===== src/rtl/i2c_mbe_pkg.sv =====
// shared types and constants for the i2c master byte engine
// no dependencies; imported by i2c_mbe_core and i2c_master_byte_engine
`timescale 1ns / 1ps

package i2c_mbe_pkg;

    // field and state widths
    localparam int OP_W      = 3;
    localparam int BYTE_W    = 8;
    localparam int BITS_PER_BYTE = 8;
    localparam int BIT_IDX_W = 4;
    localparam int PHASE_W   = 5;
    localparam int DELAY_W   = 11;   // 5 us * 255 ticks - 1 fits in 11 bits
    localparam int POLL_W    = 8;
    localparam int US_W      = 3;

    // command opcodes
    localparam logic [OP_W-1:0] OP_NOP      = 3'd0;
    localparam logic [OP_W-1:0] OP_START    = 3'd1;
    localparam logic [OP_W-1:0] OP_STOP     = 3'd2;
    localparam logic [OP_W-1:0] OP_WRITE    = 3'd3;
    localparam logic [OP_W-1:0] OP_WAIT_ACK = 3'd4;
    localparam logic [OP_W-1:0] OP_READ     = 3'd5;

    // configuration register indexes
    localparam logic CFG_TICKS_PER_US = 1'b0;
    localparam logic CFG_ACK_TIMEOUT  = 1'b1;

    // bus sequencer phases
    localparam logic [PHASE_W-1:0] PH_IDLE    = 5'd0;
    localparam logic [PHASE_W-1:0] PH_ST_A    = 5'd1;
    localparam logic [PHASE_W-1:0] PH_ST_B    = 5'd2;
    localparam logic [PHASE_W-1:0] PH_SP_A    = 5'd3;
    localparam logic [PHASE_W-1:0] PH_SP_B    = 5'd4;
    localparam logic [PHASE_W-1:0] PH_WR_LO   = 5'd5;
    localparam logic [PHASE_W-1:0] PH_WR_HI   = 5'd6;
    localparam logic [PHASE_W-1:0] PH_WA_A    = 5'd7;
    localparam logic [PHASE_W-1:0] PH_WA_B    = 5'd8;
    localparam logic [PHASE_W-1:0] PH_WA_POLL = 5'd9;
    localparam logic [PHASE_W-1:0] PH_RD_LO   = 5'd10;
    localparam logic [PHASE_W-1:0] PH_RD_HI   = 5'd11;
    localparam logic [PHASE_W-1:0] PH_AK_LO   = 5'd12;
    localparam logic [PHASE_W-1:0] PH_AK_HI   = 5'd13;

    // half-bit segment lengths in microseconds
    localparam logic [US_W-1:0] US_1 = 3'd1;
    localparam logic [US_W-1:0] US_2 = 3'd2;
    localparam logic [US_W-1:0] US_4 = 3'd4;
    localparam logic [US_W-1:0] US_5 = 3'd5;

    // one tick request
    typedef struct packed {
        logic [OP_W-1:0]   opcode;
        logic [BYTE_W-1:0] data_byte;
        logic              send_ack;
        logic              sda_in;
    } cmd_t;

    // configuration registers
    typedef struct packed {
        logic [7:0] ticks_per_us;
        logic [7:0] ack_timeout_polls;
    } cfg_t;

    // one tick result
    typedef struct packed {
        logic              scl_out;
        logic              sda_out;
        logic              busy;
        logic              done;
        logic [BYTE_W-1:0] read_byte;
        logic              no_ack;
    } res_t;

    // segment length in ticks, minus one; rate of zero counts as one
    function automatic logic [DELAY_W-1:0] seg_ticks(input logic [US_W-1:0] us,
                                                      input logic [7:0] rate);
        logic [DELAY_W-1:0] r;
        logic [DELAY_W-1:0] prod;
        r    = (rate == 8'd0) ? DELAY_W'(1) : DELAY_W'(rate);
        prod = DELAY_W'(us) * r;
        return prod - DELAY_W'(1);
    endfunction

endpackage


===== src/rtl/i2c_master_byte_engine.sv =====
// i2c master byte engine top level: request register, sequencer core, result register
// depends on i2c_mbe_pkg and i2c_mbe_core
`timescale 1ns / 1ps
//
//  channel   direction  handshake          payload
//  s_        in         s_valid / s_ready  s_opcode s_data_byte s_send_ack s_sda_in
//  m_        out        m_valid / m_ready  m_scl_out m_sda_out m_busy_res m_done_res
//                                          m_read_byte m_no_ack
//  cfg_      in         cfg_we             cfg_index cfg_data
//
//  one request per cycle sustained while m_ready is high; each request yields one result
//  through the request register, then the result register, the sequencer step sits between them.
//  aresetn is synchronous, active low; registers return to 1 tick/us, 250 polls,
//  bus released high and sequencer idle.
//  with m_ready low the result holds and one more request parks in the request register.

module i2c_master_byte_engine
    import i2c_mbe_pkg::*;
(
    input  logic              aclk,
    input  logic              aresetn,

    input  logic              s_valid,
    output logic              s_ready,
    input  logic [OP_W-1:0]   s_opcode,
    input  logic [BYTE_W-1:0] s_data_byte,
    input  logic              s_send_ack,
    input  logic              s_sda_in,

    output logic              m_valid,
    input  logic              m_ready,
    output logic              m_scl_out,
    output logic              m_sda_out,
    output logic              m_busy_res,
    output logic              m_done_res,
    output logic [BYTE_W-1:0] m_read_byte,
    output logic              m_no_ack,

    input  logic              cfg_we,
    input  logic              cfg_index,
    input  logic [7:0]        cfg_data
);

    cfg_t cfg_reg;
    cmd_t cmd_reg;
    logic in_valid_reg;
    res_t res;
    res_t res_reg;
    logic out_valid_reg;
    logic advance;

    // move the parked request into the result stage
    assign advance = in_valid_reg && (!out_valid_reg || m_ready);
    assign s_ready = !in_valid_reg || advance;

    // configuration registers
    always_ff @(posedge aclk) begin
        if (!aresetn) begin
            cfg_reg.ticks_per_us      <= 8'd1;
            cfg_reg.ack_timeout_polls <= 8'd250;
        end else if (cfg_we) begin
            unique case (cfg_index)
                CFG_TICKS_PER_US: cfg_reg.ticks_per_us      <= cfg_data;
                CFG_ACK_TIMEOUT:  cfg_reg.ack_timeout_polls <= cfg_data;
                default: begin
                end
            endcase
        end
    end

    // request register
    always_ff @(posedge aclk) begin
        if (!aresetn) begin
            in_valid_reg <= 1'b0;
        end else if (s_ready) begin
            in_valid_reg <= s_valid;
        end
    end

    always_ff @(posedge aclk) begin
        if (s_valid && s_ready) begin
            cmd_reg.opcode    <= s_opcode;
            cmd_reg.data_byte <= s_data_byte;
            cmd_reg.send_ack  <= s_send_ack;
            cmd_reg.sda_in    <= s_sda_in;
        end
    end

    // sequencer step
    i2c_mbe_core u_core (
        .aclk    (aclk),
        .aresetn (aresetn),
        .step_en (advance),
        .cmd     (cmd_reg),
        .cfg     (cfg_reg),
        .res     (res)
    );

    // result register
    always_ff @(posedge aclk) begin
        if (!aresetn) begin
            out_valid_reg <= 1'b0;
        end else if (advance) begin
            out_valid_reg <= 1'b1;
        end else if (m_ready) begin
            out_valid_reg <= 1'b0;
        end
    end

    always_ff @(posedge aclk) begin
        if (advance) begin
            res_reg <= res;
        end
    end

    assign m_valid     = out_valid_reg;
    assign m_scl_out   = res_reg.scl_out;
    assign m_sda_out   = res_reg.sda_out;
    assign m_busy_res  = res_reg.busy;
    assign m_done_res  = res_reg.done;
    assign m_read_byte = res_reg.read_byte;
    assign m_no_ack    = res_reg.no_ack;

    // a completing command leaves the engine idle
    a_done_not_busy: assert property (@(posedge aclk) disable iff (!aresetn)
        out_valid_reg && res_reg.done |-> !res_reg.busy)
        else $error("done reported while still busy");

    // an empty result stage never blocks requests
    a_ready_when_empty: assert property (@(posedge aclk) disable iff (!aresetn)
        !out_valid_reg |-> s_ready)
        else $error("request stalled with empty result stage");

    // a request that advances always shows up as a result
    a_advance_fills: assert property (@(posedge aclk) disable iff (!aresetn)
        advance |=> out_valid_reg)
        else $error("advanced request lost");

    // a parked request with no result waiting advances at once
    a_no_bubble: assert property (@(posedge aclk) disable iff (!aresetn)
        in_valid_reg && !out_valid_reg |-> advance)
        else $error("request held with free result stage");

endmodule


===== src/rtl/i2c_mbe_core.sv =====
// bus sequencer state and its one-tick next-state logic
// depends on i2c_mbe_pkg
`timescale 1ns / 1ps

module i2c_mbe_core
    import i2c_mbe_pkg::*;
(
    input  logic aclk,
    input  logic aresetn,
    input  logic step_en,
    input  cmd_t cmd,
    input  cfg_t cfg,
    output res_t res
);

    logic [PHASE_W-1:0]   phase_reg,     phase_next;
    logic [BIT_IDX_W-1:0] bit_idx_reg,   bit_idx_next;
    logic [BYTE_W-1:0]    shift_reg,     shift_next;
    logic [DELAY_W-1:0]   delay_reg,     delay_next;
    logic [POLL_W-1:0]    poll_reg,      poll_next;
    logic                 scl_reg,       scl_next;
    logic                 sda_reg,       sda_next;
    logic                 ack_choice_reg, ack_choice_next;
    logic                 ack_miss_reg,  ack_miss_next;
    logic [BYTE_W-1:0]    last_read_reg, last_read_next;
    logic                 done;
    logic [BIT_IDX_W-1:0] bit_inc;
    logic [POLL_W:0]      poll_inc;

    assign bit_inc  = bit_idx_reg + BIT_IDX_W'(1);
    assign poll_inc = {1'b0, poll_reg} + (POLL_W+1)'(1);

    // one tick of the sequencer
    always_comb begin
        phase_next      = phase_reg;
        bit_idx_next    = bit_idx_reg;
        shift_next      = shift_reg;
        delay_next      = delay_reg;
        poll_next       = poll_reg;
        scl_next        = scl_reg;
        sda_next        = sda_reg;
        ack_choice_next = ack_choice_reg;
        ack_miss_next   = ack_miss_reg;
        last_read_next  = last_read_reg;
        done            = 1'b0;

        if (phase_reg != PH_IDLE && delay_reg != '0) begin
            delay_next = delay_reg - DELAY_W'(1);
        end else begin
            unique case (phase_reg)
                PH_IDLE: begin
                    case (cmd.opcode)
                        OP_START: begin
                            scl_next   = 1'b1;
                            sda_next   = 1'b1;
                            phase_next = PH_ST_A;
                            delay_next = seg_ticks(US_4, cfg.ticks_per_us);
                        end
                        OP_STOP: begin
                            scl_next   = 1'b0;
                            sda_next   = 1'b0;
                            phase_next = PH_SP_A;
                            delay_next = seg_ticks(US_4, cfg.ticks_per_us);
                        end
                        OP_WRITE: begin
                            bit_idx_next = '0;
                            scl_next     = 1'b0;
                            sda_next     = cmd.data_byte[BYTE_W-1];
                            shift_next   = {cmd.data_byte[BYTE_W-2:0], 1'b0};
                            phase_next   = PH_WR_LO;
                            delay_next   = seg_ticks(US_5, cfg.ticks_per_us);
                        end
                        OP_WAIT_ACK: begin
                            ack_miss_next = 1'b0;
                            poll_next     = '0;
                            sda_next      = 1'b1;
                            phase_next    = PH_WA_A;
                            delay_next    = seg_ticks(US_1, cfg.ticks_per_us);
                        end
                        OP_READ: begin
                            ack_choice_next = cmd.send_ack;
                            shift_next      = '0;
                            bit_idx_next    = '0;
                            sda_next        = 1'b1;
                            scl_next        = 1'b0;
                            phase_next      = PH_RD_LO;
                            delay_next      = seg_ticks(US_5, cfg.ticks_per_us);
                        end
                        default: begin
                            // tick only, or opcode with no meaning
                        end
                    endcase
                end
                PH_ST_A: begin
                    sda_next   = 1'b0;
                    phase_next = PH_ST_B;
                    delay_next = seg_ticks(US_4, cfg.ticks_per_us);
                end
                PH_ST_B: begin
                    scl_next   = 1'b0;
                    phase_next = PH_IDLE;
                    done       = 1'b1;
                end
                PH_SP_A: begin
                    scl_next   = 1'b1;
                    sda_next   = 1'b1;
                    phase_next = PH_SP_B;
                    delay_next = seg_ticks(US_4, cfg.ticks_per_us);
                end
                PH_SP_B: begin
                    phase_next = PH_IDLE;
                    done       = 1'b1;
                end
                PH_WR_LO: begin
                    scl_next   = 1'b1;
                    phase_next = PH_WR_HI;
                    delay_next = seg_ticks(US_5, cfg.ticks_per_us);
                end
                PH_WR_HI: begin
                    scl_next     = 1'b0;
                    bit_idx_next = bit_inc;
                    if (bit_inc >= BIT_IDX_W'(BITS_PER_BYTE)) begin
                        phase_next = PH_IDLE;
                        done       = 1'b1;
                    end else begin
                        sda_next   = shift_reg[BYTE_W-1];
                        shift_next = {shift_reg[BYTE_W-2:0], 1'b0};
                        phase_next = PH_WR_LO;
                        delay_next = seg_ticks(US_5, cfg.ticks_per_us);
                    end
                end
                PH_WA_A: begin
                    scl_next   = 1'b1;
                    phase_next = PH_WA_B;
                    delay_next = seg_ticks(US_1, cfg.ticks_per_us);
                end
                PH_WA_B, PH_WA_POLL: begin
                    phase_next = PH_WA_POLL;
                    delay_next = '0;
                    if (!cmd.sda_in) begin
                        // slave pulled sda low: acknowledged
                        scl_next   = 1'b0;
                        phase_next = PH_IDLE;
                        done       = 1'b1;
                    end else if (poll_inc > {1'b0, cfg.ack_timeout_polls}) begin
                        // timed out: flag it and run a stop sequence
                        ack_miss_next = 1'b1;
                        scl_next      = 1'b0;
                        sda_next      = 1'b0;
                        phase_next    = PH_SP_A;
                        delay_next    = seg_ticks(US_4, cfg.ticks_per_us);
                    end else begin
                        poll_next = poll_inc[POLL_W-1:0];
                    end
                end
                PH_RD_LO: begin
                    scl_next   = 1'b1;
                    shift_next = {shift_reg[BYTE_W-2:0], cmd.sda_in};
                    phase_next = PH_RD_HI;
                    delay_next = seg_ticks(US_5, cfg.ticks_per_us);
                end
                PH_RD_HI: begin
                    scl_next     = 1'b0;
                    bit_idx_next = bit_inc;
                    if (bit_inc >= BIT_IDX_W'(BITS_PER_BYTE)) begin
                        last_read_next = shift_reg;
                        sda_next       = ~ack_choice_reg;
                        phase_next     = PH_AK_LO;
                        delay_next     = seg_ticks(US_2, cfg.ticks_per_us);
                    end else begin
                        phase_next = PH_RD_LO;
                        delay_next = seg_ticks(US_5, cfg.ticks_per_us);
                    end
                end
                PH_AK_LO: begin
                    scl_next   = 1'b1;
                    phase_next = PH_AK_HI;
                    delay_next = seg_ticks(US_2, cfg.ticks_per_us);
                end
                PH_AK_HI: begin
                    scl_next   = 1'b0;
                    phase_next = PH_IDLE;
                    done       = 1'b1;
                end
                default: begin
                    phase_next = PH_IDLE;
                    delay_next = '0;
                end
            endcase
        end
    end

    // result of this tick, taken from the updated state
    always_comb begin
        res.scl_out   = scl_next;
        res.sda_out   = sda_next;
        res.busy      = (phase_next != PH_IDLE);
        res.done      = done;
        res.read_byte = last_read_next;
        res.no_ack    = ack_miss_next;
    end

    // state registers advance once per request
    always_ff @(posedge aclk) begin
        if (!aresetn) begin
            phase_reg      <= PH_IDLE;
            bit_idx_reg    <= '0;
            shift_reg      <= '0;
            delay_reg      <= '0;
            poll_reg       <= '0;
            scl_reg        <= 1'b1;
            sda_reg        <= 1'b1;
            ack_choice_reg <= 1'b0;
            ack_miss_reg   <= 1'b0;
            last_read_reg  <= '0;
        end else if (step_en) begin
            phase_reg      <= phase_next;
            bit_idx_reg    <= bit_idx_next;
            shift_reg      <= shift_next;
            delay_reg      <= delay_next;
            poll_reg       <= poll_next;
            scl_reg        <= scl_next;
            sda_reg        <= sda_next;
            ack_choice_reg <= ack_choice_next;
            ack_miss_reg   <= ack_miss_next;
            last_read_reg  <= last_read_next;
        end
    end

endmodule

===== config.mk =====
export PLATFORM = sky130hd
export DESIGN_NAME = i2c_master_byte_engine
export DESIGN_NICKNAME = d
export VERILOG_FILES = /design/src/rtl/i2c_mbe_pkg.sv /design/src/rtl/i2c_master_byte_engine.sv /design/src/rtl/i2c_mbe_core.sv
export SDC_FILE = /design/constraint.sdc
export NUM_CORES = 1
export LEC_CHECK = 0
export BUFFER_PORTS_ARGS = -buffer_cell sky130_fd_sc_hd__buf_4
export CAP_MARGIN = 10
export CORE_ASPECT_RATIO = 0.5
export CORE_MARGIN = 2
export CORE_UTILIZATION = 45
export DETAILED_ROUTE_END_ITERATION = 16
export PLACE_DENSITY = 0.67
export SLEW_MARGIN = 30
export SYNTH_ARGS = -nofsm -noshare
export SYNTH_HDL_FRONTEND = slang
export SYNTH_SLANG_ARGS = --single-unit

===== constraint.sdc =====
create_clock -name aclk -period 4 [get_ports aclk]
set_clock_uncertainty 0.15 [all_clocks]
set_input_delay 0.8 -clock aclk [delete_from_list [all_inputs] [get_ports aclk]]
set_output_delay 0.8 -clock aclk [all_outputs]
set_load 0.005 [all_outputs]

==> flow_metrics.py <==
metrics = {
    "detailed_routing": {
        "drc_errors": 0,
        "highest_layer": "met4",
        "dr.pass1.iters": 6,
        "wirelength_mm": 16.8,
        "via_per_inst": 6.03,
        "num_vias": 5731,
        "route.met3.wl_mm": 1.35,
        "route.met2.wl_mm": 7.27,
        "antenna_left": 0,
        "met1Wirelength_mm": 7.83,
        "wl_per_cell_um": 17.6,
        "initialDrtViolationCount": 611,
    },
    "floorplan": {
        "die_w_um": 169,
        "num_rows": 30,
        "start_util_pct": 45.8,
        "die_h_um": 86.7,
        "core_area_um2": 13400,
        "io_pins": 42,
        "die-area_um2": 14700,
    },
    "timing": {
        "setup_violations": 0,
        "hold_slack_ps": 337,
        "finalCriticalPeriod_ps": 3780,
        "final_max_slew_viol_count": 0,
        "fmax_mhz": 265,
        "relSlewSlack_pct": 36.9,
        "fin_crit_sh_pct": 94.4,
        "worst-slew-pin-transition_ps": 941,
        "final_hold_viol_count": 0,
        "setup_ws_ps": 223,
    },
    "synthesis": {
        "synth_xor_area_share_pct": 3.41,
        "synthMuxAreaShare_pct": 4.25,
        "synthTopCellsByArea": "dfxtp_1, edfxtp_1, ha_1, nand2_1, a21oi_1",
        "synth_seq_cells": 92,
        "syn_area_um2": 6160,
        "syn_avg_cell_area_um2": 8.42,
        "synth_common_cells": "nand2_1, dfxtp_1, nor2_1, inv_1, a21oi_1",
        "synth_compound_area_share_pct": 21.8,
        "synth_top_family_by_area": "simple AND/OR/NAND/NOR gates",
        "synth.top_cell.area_share_pct": 21.5,
        "synthesis.nets": 795,
        "yosys_warnings": 0,
        "yosys.area_share.simple_pct": 23.0,
        "synth_cells": 731,
        "synthAdderAreaFrac_pct": 8.13,
        "yosysSeqAreaShare_pct": 34.1,
        "synth_most_common_cell": "nand2_1",
        "synth-edff-count": 26,
        "ys_async_sr_fraction_pct": 0,
        "netlist.top_cell.by_area": "dfxtp_1",
        "yosys.cell_types.count": 80,
        "ys.flop_type": "dfxtp_1",
    },
    "global_route": {
        "grt_pass1_vias": 5271,
        "overflow": 0,
        "grt_pass1_wl_mm": 26.8,
        "grt_usage_pct": 23.0,
        "grt_max_degree": 30,
        "antenna_found_initial": 0,
    },
    "min_path": {
        "worstHoldEndpoint": "cfg_reg[0]",
        "hold_path_class": "register to register",
        "min_path_cells": 2,
        "hold_start": "cfg_reg[0]",
    },
    "finish": {
        "final_layout_size_suffix_gt1_share_pct": 15.2,
        "syn_to_final_growth_pct": 14.5,
        "n_antenna_cell": 0,
        "final_nets": 834,
        "largest_reg_flops": 16,
        "final_area_um2": 7050,
    },
    "run_status": {
        "status": "finished clean",
    },
    "flow_run": {
        "drv_cap": 0,
    },
    "cts": {
        "cts_buffer_depth": 2,
        "clk_pin_slew_worst_paths_ps": 70,
        "cts-root-buf": "clkbuf_16",
        "cts.sinks": 92,
        "postCtsResizedCells": 0,
        "numCtsBuffers": 9,
        "h-tree-depth": 3,
        "cts_setup_buffers": 0,
        "clk_latency_ps": 340,
        "cts_tree": "done",
        "hold_buffers": 0,
    },
    "pwr": {
        "ir_drop_v": 0.000208,
        "internal_power_mw": 1.82,
        "power_density_nw_per_um2": 388,
        "clockPowerShare_pct": 33.3,
        "p_switching_uw": 914,
        "swShare_pct": 33.4,
        "seqPwrFrac_pct": 38.7,
        "p_leak_nw": 2.79,
        "comb_power_share_pct": 27.9,
    },
    "placed_design": {
        "portBuffers": 41,
        "place_area_um2": 6700,
        "globalplace.congestion": 0.936,
        "preCtsSetupSlack_ps": 83.3,
        "dp_hpwl_mm": 12.4,
    },
    "worst_setup_path": {
        "r2r-end": "u_core.delay_reg[6]",
        "ff2ff_setup_slack_ps": 220,
        "startpoint_type": "register",
        "crit_type": "register to register",
        "cp_max_fo": 5,
        "cp_data_required_time_ps": 4080,
        "path_common_cell": "ha_1",
        "cp-end-kind": "register",
        "path_cells": "inv_1 -> ha_2 -> nand3_1 -> buf_4 -> o21ai_1 -> ha_1 -> inv_1 -> ha_1 -> ha_1 -> and3_1 -> a2111oi_0 -> xnor2_1 -> a222oi_1 -> o21ai_0 -> nand3b_1",
        "slowest_delay_ps": 520,
        "r2r_start": "cfg_reg[10]",
        "r2r_cells": 15,
        "slowest_stage": "a2111oi_0",
        "worstPathArrival_ps": 3860,
    },
}
critical path, delay by kind of cell (launching register included):
kind	cells	cell delay [ps]
fa+ha+maj	4	1100
simple gates	3	490
xor+xnor	1	150
compound gates	4	1100
buf+inv	3	360
flops	1	310
cells by family after synthesis:
family | after synthesis
and+or+nand+nor | 278
DFF | 92
AOI/OAI and AO/OA | 196
adders and majority gates | 37
xor gates and xnor gates | 24
buffers and inverters | 79
muxes | 25
cell type report:
cell class | instances | area (µm²)
Fill cell | 1277 | 6390
Tap cell | 176 | 220
Sequential cell | 92 | 2100
Clock inverter | 6 | 80.1
Clock buffer | 10 | 239
Inverter | 42 | 158
Multi-Input combinational cell | 560 | 3760
Timing Repair Buffer | 65 | 488
power groups by stage:
stage	Clock [mW]	Sequential, mW	Combinational [mW]
6_report	0.912	1.06	0.765
5_1_grt	0.968	1.07	0.836
4_1_cts	0.925	1.06	0.734
3_5_place_dp	0	1.08	0.728
3_3_place_gp	0	1.08	0.720
2_1_floorplan	0	1.06	0.534
stage by stage:
step	util (%)	setup TNS (ps)	power, mW	std cells
final	52.5	0	2.74	951
after global routing	52.5	-106	2.87	951
after CTS	52.2	0	2.72	951
after detailed placement	49.9	0	1.81	935
after global placement	49.9	0	1.80	935
after floorplan	-	0	1.59	731
per-layer routing:
layer | global-route usage, % | vias to the layer above
li1 | - | 2774
met1 | 32.2 | 2684
met2 | 36.1 | 238
met3 | 4.70 | 35
met4 | 6.68 | 0
met5 | 0 | -
how the worst max path moves through the flow:
stage | from | endpoint | cells after the start
final | cfg_reg[10] | u_core.delay_reg[6] | 15
after global routing | cfg_reg[10] | u_core.delay_reg[9] | 16
after CTS | cfg_reg[10] | u_core.delay_reg[9] | 16
after detailed placement | cfg_reg[10] | u_core.delay_reg[9] | 16
after global placement | cfg_reg[10] | u_core.delay_reg[10] | 16
after floorplan | cfg_reg[12] | u_core.delay_reg[10] | 16
cells in the final DEF, fill, tap and decap left out, drive strengths merged, types with 10 or more instances in the layout:
cell type  Yosys  routed
clkbuf        25      10
o211ai        16      16
a21oi         40      40
buf           12      65
nor2          54      54
o21ai         40      40
nor2b         10      10
nand3         30      30
xor2          10      10
mux2i         16      16
inv           41      42
nand2b        13      13
nand2         89      89
nor3          22      22
dfxtp         66      66
xnor2         14      14
edfxtp        26      26
o22ai         11      11
ha            32      32
No activity file was read; power rests on OpenSTA's default activity.
